$ cat src/rtl/nnsm_pkg.sv
package nnsm_pkg;

    localparam int MAX_DIM    = 4096;
    localparam int DIM_W      = 13;
    localparam int COORD_W    = 12;
    localparam int STRIDE_W   = 16;
    localparam int BPP_W      = 4;
    localparam int OFF_W      = 29;
    localparam int CFG_IDX_W  = 3;
    localparam int CFG_DATA_W = 16;

    // pipelined restoring divider: numerator, divisor, saturating quotient
    localparam int DIV_NW  = 26;
    localparam int DIV_DW  = 14;
    localparam int DIV_QW  = 13;
    localparam int DIV_LAT = DIV_QW + 1;

    typedef enum logic [CFG_IDX_W-1:0] {
        REG_SRC_WIDTH,
        REG_SRC_HEIGHT,
        REG_DST_WIDTH,
        REG_DST_HEIGHT,
        REG_SCALE_MODE,
        REG_SRC_STRIDE,
        REG_DST_STRIDE,
        REG_BYTES_PER_PIXEL
    } cfg_reg_t;

    // sideband carried alongside the size divider
    typedef struct packed {
        logic [COORD_W-1:0] x;
        logic [COORD_W-1:0] y;
        logic [DIM_W-1:0]   num;
        logic [DIM_W-1:0]   den;
        logic [OFF_W-1:0]   dst_off;
    } side_a_t;

    // sideband carried alongside the coordinate divider
    typedef struct packed {
        logic             we;
        logic [OFF_W-1:0] dst_off;
    } side_b_t;

    typedef struct packed {
        logic               we;
        logic [COORD_W-1:0] src_x;
        logic [COORD_W-1:0] src_y;
        logic [OFF_W-1:0]   src_off;
        logic [OFF_W-1:0]   dst_off;
    } result_t;

    // zero reads as one, anything past the limit as the limit
    function automatic logic [DIM_W-1:0] dim_f(input logic [DIM_W-1:0] v);
        logic [DIM_W-1:0] r;
        if (v == '0)
            r = DIM_W'(1);
        else if (32'(v) > MAX_DIM)
            r = DIM_W'(MAX_DIM);
        else
            r = v;
        return r;
    endfunction

endpackage

$ cat src/rtl/nnsm_div.sv
module nnsm_div (
    input  logic                        clk,
    input  logic                        en,
    input  logic [nnsm_pkg::DIV_NW-1:0] num,
    input  logic [nnsm_pkg::DIV_DW-1:0] den,
    output logic [nnsm_pkg::DIV_QW-1:0] quo
);
    import nnsm_pkg::*;

    logic [DIV_NW-1:0] rem_reg [0:DIV_QW-1];
    logic [DIV_DW-1:0] den_reg [0:DIV_QW-1];
    logic [DIV_QW-1:0] q_reg   [0:DIV_QW];
    logic              sat_reg [0:DIV_QW];

    logic [DIV_NW:0] top_w;
    logic            sat_next;

    // quotient does not fit: report all ones
    assign top_w    = (DIV_NW+1)'({den, {DIV_QW{1'b0}}});
    assign sat_next = {1'b0, num} >= top_w;

    always_ff @(posedge clk)
    begin
        if (en)
        begin
            rem_reg[0] <= num;
            den_reg[0] <= den;
            q_reg[0]   <= '0;
            sat_reg[0] <= sat_next;
        end
    end

    // one quotient bit per stage, msb first
    for (genvar k = 1; k <= DIV_QW; k++)
    begin : g_step
        localparam int B = DIV_QW - k;
        logic [DIV_NW:0] dsh;
        logic            ge;

        assign dsh = (DIV_NW+1)'(den_reg[k-1]) << B;
        assign ge  = {1'b0, rem_reg[k-1]} >= dsh;

        always_ff @(posedge clk)
        begin
            if (en)
            begin
                q_reg[k]   <= q_reg[k-1] | ({{(DIV_QW-1){1'b0}}, ge} << B);
                sat_reg[k] <= sat_reg[k-1];
            end
        end

        if (k < DIV_QW)
        begin : g_rem
            always_ff @(posedge clk)
            begin
                if (en)
                begin
                    rem_reg[k] <= ge ? rem_reg[k-1] - dsh[DIV_NW-1:0] : rem_reg[k-1];
                    den_reg[k] <= den_reg[k-1];
                end
            end
        end
    end

    assign quo = sat_reg[DIV_QW] ? '1 : q_reg[DIV_QW];

endmodule

$ cat config.mk
export PLATFORM = sky130hd
export DESIGN_NAME = nnsm_div
export DESIGN_NICKNAME = d
export VERILOG_FILES = /design/src/rtl/nnsm_pkg.sv /design/src/rtl/nnsm_div.sv
export SDC_FILE = /design/constraint.sdc
export NUM_CORES = 1
export LEC_CHECK = 0
export ABC_AREA = 1
export BUFFER_PORTS_ARGS = -buffer_cell sky130_fd_sc_hd__buf_2
export CAP_MARGIN = 20
export CELL_PAD_IN_SITES_DETAIL_PLACEMENT = 0
export CELL_PAD_IN_SITES_GLOBAL_PLACEMENT = 2
export CORE_MARGIN = 2
export CORE_UTILIZATION = 34
export CTS_CLUSTER_DIAMETER = 40
export DETAILED_ROUTE_END_ITERATION = 8
export PLACE_DENSITY_LB_ADDON = 0.1
export SLEW_MARGIN = 40
export SYNTH_ARGS = -nofsm -noshare
export SYNTH_HDL_FRONTEND = slang
export SYNTH_SLANG_ARGS = --single-unit
$ cat constraint.sdc
create_clock -name clk -period 2.7 [get_ports clk]
set_input_delay 0.135 -clock clk [delete_from_list [all_inputs] [get_ports clk]]
set_output_delay 0.135 -clock clk [all_outputs]
set_load 0.1 [all_outputs]
======== After elaboration in Yosys (flattened, before gate mapping) ========
Memory sizes are Yosys's and may differ from the RTL's.
Cells that the tools add are included.
storage, ports and cells
  memories kept ........................... 4
  logic and storage cells ................. 58
  register bits ........................... 0
  output and inout port bits .............. 13
  input bits .............................. 42
  memory bits (writable) .................. 716
memory list
  memory   depth  width  rd ports  clocked after Yosys merged registers in  wr ports  line            RTL
  rem_reg  13     26     13        0                                        13        nnsm_div.sv:10  logic [DIV_NW-1:0] rem_reg [0:DIV_QW-1];
  den_reg  13     14     13        0                                        13        nnsm_div.sv:11  logic [DIV_DW-1:0] den_reg [0:DIV_QW-1];
  q_reg    14     13     14        0                                        14        nnsm_div.sv:12  logic [DIV_QW-1:0] q_reg [0:DIV_QW];
  sat_reg  14     1      14        0                                        14        nnsm_div.sv:13  logic sat_reg [0:DIV_QW];
cells by class
  add/sub/neg operators ................... 12
  mux-type cells .......................... 15
  order comparisons ....................... 14
  bitwise gates (word level) .............. 13
operators by type and width
  kind                                              count
  26-bit two-way mux                                12
  26-bit by 27-bit >= comparator with 1-bit output  1
  26-bit by 14-bit >= comparator with 1-bit output  1
  26-bit by 15-bit >= comparator with 1-bit output  1
  26-bit by 16-bit >= comparator with 1-bit output  1
  26-bit by 17-bit >= comparator with 1-bit output  1
  26-bit by 18-bit >= comparator with 1-bit output  1
  26-bit by 19-bit >= comparator with 1-bit output  1
  26-bit by 20-bit >= comparator with 1-bit output  1
  26-bit by 21-bit >= comparator with 1-bit output  1
  26-bit by 22-bit >= comparator with 1-bit output  1
  26-bit by 23-bit >= comparator with 1-bit output  1
  26-bit by 24-bit >= comparator with 1-bit output  1
  26-bit by 25-bit >= comparator with 1-bit output  1
  26-bit >= comparator                              1
  26-bit by 15-bit subtractor with 26-bit output    1
  26-bit by 16-bit subtractor with 26-bit output    1
  26-bit by 17-bit subtractor with 26-bit output    1
  26-bit by 18-bit subtractor with 26-bit output    1
  26-bit by 19-bit subtractor with 26-bit output    1
  26-bit by 20-bit subtractor with 26-bit output    1
  26-bit by 21-bit subtractor with 26-bit output    1
  26-bit by 22-bit subtractor with 26-bit output    1
  26-bit by 23-bit subtractor with 26-bit output    1
  other kinds (18)                                  19

======== Logic depth before layout (Yosys ltp) ========
An unclocked memory read counts as a cell.
  word-level depth ........................ 3
  mapped depth ............................ 15
  gate-level depth less buffers ........... 14

======== Least setup slack after synthesis ========
OpenSTA, ideal clock, no wires.
  path type ............................... reg2reg
  start point ............................. mem rem_reg[6][6]
  end point ............................... mem rem_reg[7][8] (data pin)
  setup time .............................. 0.261 ns
  path buffers ............................ 1
  period minus slack after synthesis ...... 2.198 ns
  path slack .............................. 0.502 ns
  data arrival time ....................... 1.937 ns
  data required time ...................... 2.439 ns
  cell stages (with the launch flop) ...... 12
  cell sequence ........................... edfxtp_1 > inv_1 > ha_1 > inv_1 > fa_1 > nand3_1 > nand3_1 > nand3_1 > nand3_1 > a21oi_2 > buf_2 > o21ai_0
RTL lines
  what             line
  start, declared  nnsm_div.sv:10

==> results by stage <==
Floorplan:
- The effective utilization at floorplan is 34.35%.
- The die footprint is 0.1091 mm2.
- The initialized floorplan defines 119 standard-cell rows.
- The die is 330.3 um wide.
- Measured along the y axis, the die boundary spans 330.3 um.
- The I/O pin count is 55.
- The core region area is 0.1054 mm2.

Clocking:
- The clock net in this run drives a total of 625 sinks.
- The clock tree root driver cell is clkbuf_16.
- The number of H-tree branching levels is 3.
- No sink is reached through more buffers than the 3 on the longest clock path.
- The TritonCTS clock tree is yes.
- The clock slew seen by the registers of the worst setup and hold paths is 0.06 ns.
- In this run, CTS created clock tree buffers numbering 108.
- The clock reaches the later pin of the worst-skew pair after 0.68 ns.

Layout:
- The register with the most flip-flops in the layout has 338 of them.
- The area of the multi-input gates is 0.01454 mm2.
- The sequential cells in the finished layout cover a total of 0.01877 mm2.
- The layout overhead on the synthesized area is 18.89%.
- The post-layout instance count excluding filler cells is 6046.
- The fraction of final layout cells with drive strength greater than 1 is 8.925%.
- The summed area of non-filler cells in the final layout is 0.04305 mm2.
- The utilization after layout is 40.84%.
- The count of filler cells inserted in the layout is 10747.
- The net count of the finished layout is 4807.

Worst setup path:
- The biggest fanout along the worst timing path is 16.
- The worst setup path is captured at a register.
- The endpoint arrival time on the critical path is 2.92 ns.
- STA puts the critical path data required time at 3.13 ns.
- In this run the worst setup path begins at rem_reg[10][2].
- The startpoint identified for the worst register-to-register timing path is rem_reg[10][2].
- The minimum setup slack among reg-to-reg paths is 0.21 ns.
- The sort of element at the start of the critical path is a register.
- The path type of the worst setup path is reg2reg.

Placed design:
- The post-place instance area is 0.03907 mm2.
- The routability congestion estimate from global placement is 0.8565.
- The number of I/O port buffers is 54.
- The HPWL after detailed placement is 87110 um.
- The count of placed standard cells including taps is 5798.

Timing:
- The final number of setup-violating endpoints is 0.
- The transition time of the tightest slew-check pin is 0.8476 ns.
- The final clock period utilization by the worst path is 92.24%.
- Setup repair after global routing left no endpoint under its margin.
- The tightest hold margin is 0.1655 ns.
- Counting I/O delays and the setup requirement, the final critical path takes 2.490 ns.
- The number of hold violations in the final report was 0.
- The number of max-slew violations in the final report is 0.
- The headroom to the max-slew limit is 42.97%.
- The setup clock skew after layout is 0.02292 ns.
- Based on the critical path, the design can be clocked at up to 401.5 MHz.

Power and ir drop:
- The worst supply voltage drop on vdd is 0.0005006 V.
- The clock network accounts for 31.1% of the total power.
- In this run the static leakage power is 0.01971 uW.
- The power share of the sequential group is 34.6%.
- The internal cell power is 26150 uW.
- The power density of the placed cells is 985.3 mW/mm2.
- In this run switching power makes up 38.35% of total power.
- The power share of the combinational group is 34.3%.
- The power dissipated by switching net loads is 16270 uW.

Yosys:
- The fraction of registers with async set or reset after synthesis is 0%.
- The most used flip-flop cell after synthesis is edfxtp_1.
- The cell count after synthesis came out at 4271.
- The synthesis warning total is 0.
- The most area-hungry cell type in the Yosys netlist is edfxtp_1.
- The area share of the largest cell type after synthesis is 51.83%.
- Sorting the synthesized cells by how often they occur yields nand2_1 (1467), inv_1 (715), edfxtp_1 (625).
- The most common cell in the synthesized netlist is nand2_1.
- The count of flip-flops with a built-in enable after synthesis is 625.
- Synthesis produced a netlist with a net count of 4520.
- The synthesized area per cell is 8.478 um2.
- Sorting the synthesized cells by area gives the leading types as edfxtp_1 (52%), nand2_1 (15%), inv_1 (7.4%).
- Counting flops and latches in the post-synthesis netlist gives 625.
- The cell area that synthesis handed to floorplanning was 0.03621 mm2.
- The number of distinct library cells after synthesis is 43.
- For this run, the register share of the synthesized area comes to 51.83%.

Run status:
- The run finished, with violations left.
- The final reports fail on DRC.

Global routing:
- Entering global routing, the biggest net connects 88 pins.
- Summed over all layers, the global routing overflow is 0.
- The first global-routing pass estimated 166500 um of wire.
- The initial antenna violation count is 4.
- The via count of the first global-routing pass came to 27262.
- Global routing used 20.20% of the available tracks.

Drt:
- The number of remaining DRC errors is 2.
- Summing over every cut layer, the via total after detailed routing is 27840.
- The first routing iteration left 1734 violations.
- The detail route stage leaves a number of antenna-violating nets equal to 0.
- After detailed routing, the number of vias per cell comes to 4.605.
- For this run, the detailed router's first-pass iteration total came to 7.
- After detailed routing, the average wire length per cell comes to 17.96 um.
- The final layout contains routed wiring with a total length of 108600 um.

Run:
- The number of max-cap violations is 0.

Worst hold path:
- The hold path startpoint is den[7].
- The tightest min-delay check is of the in2reg type.
## power by group through the flow
stage,Sequential [uW],Clock (uW),Combinational (uW)
2_1_floorplan,14000,0,10200
3_3_place_gp,14900,0,14700
3_5_place_dp,14900,0,14600
4_1_cts,14800,13500,14700
5_1_grt,14900,13900,16800
6_report,14700,13200,14600
## per-stage QoR
| step | setup TNS (ns) | setup WS, ns | power [uW] |
|---|---|---|---|
| global route | 0 | 0.008951 | 45640 |
| finish | 0 | 0.2096 | 42420 |
| global placement | -0.2468 | -0.03723 | 29650 |
| floorplan | 0 | 0.5017 | 24210 |
| CTS | 0 | 0.09126 | 42990 |
| detailed placement | 0 | 0.1177 | 29490 |
## per-layer routing
metal	part of all wire, %	up-vias	GRT usage (%)
li1	-	14418	-
met1	50	12789	29.45
met2	44	479	31.46
met3	3.5	154	2.647
met4	2.6	0	5.558
met5	0	-	0
## cell type report
cell class,count,area share (%)
well taps,1391,4.043
flip-flops and latches,625,43.59
multi-input cells,2892,33.77
inverters,721,6.292
clock buffers,116,6.347
clock inverters,86,1.872
diodes,5,0.02906
repair buffers,210,4.054
## layout by cell type (no fill, tap or decap), types with 12 or more instances in the layout
cell / netlist / layout
nor3_1: 20 / 20
nand3_1: 268 / 268
buf_2: 19 / 53
ha_1: 195 / 195
nor2_1: 408 / 407
nand4_1: 54 / 54
buf_12: 0 / 15
inv_1: 715 / 715
or2_2: 17 / 17
inv_6: 0 / 22
o21ai_0: 91 / 89
and2_1: 13 / 13
clkbuf_16: 0 / 108
clkinv_2: 0 / 12
a21oi_1: 137 / 137
xor2_1: 72 / 72
xnor2_1: 25 / 25
edfxtp_1: 625 / 625
nand2_1: 1467 / 1467
buf_4: 9 / 99
dlygate4sd3_1: 0 / 41
nand3b_1: 39 / 39
clkinv_4: 0 / 12
clkinvlp_4: 0 / 12
## worst max-delay path: stages, from the launching register on
cell and delay [ns]:
edfxtp_1 0.38, inv_1 0.07, ha_1 0.13, inv_1 0.09, fa_1 0.47, nand2_1 0.10
nand3_1 0.10, nand3_1 0.10, nand2_1 0.12, nand2_2 0.11, nand3_4 0.08, inv_2 0.20
buf_12 0.20, o21ai_0 0.08
## cell families (layout without fill, tap and decap cells)
group	Yosys count	count (layout)	synth area share [%]
AND/OR/NAND/NOR	2319	2319	26.37
adder cells (fa/ha/maj)	207	207	7.401
other	0	5	0
XOR/XNOR	97	97	2.346
flip-flops	625	625	51.83
AO/OA/AOI/OAI	269	269	3.984
buffers and inverters	754	1133	8.068
## repair_timing
item | in CTS | in global routing
setup endpoints to repair | 0 | 39
gates resized for setup | 0 | 7
hold buffers | 41 | 0
endpoints found under the hold margin | 60 | 0
setup buffers | 0 | 0
## worst paths after layout
path / end / depth (start not counted)
worst min-delay path: den_reg[0][7] / 2
worst max-delay path: rem_reg[11][9] / 13
worst min register to register: q_reg[1][63] / 0
worst max register to register: rem_reg[11][9] / 13
Note: power is estimated with default switching activity, not from simulation.
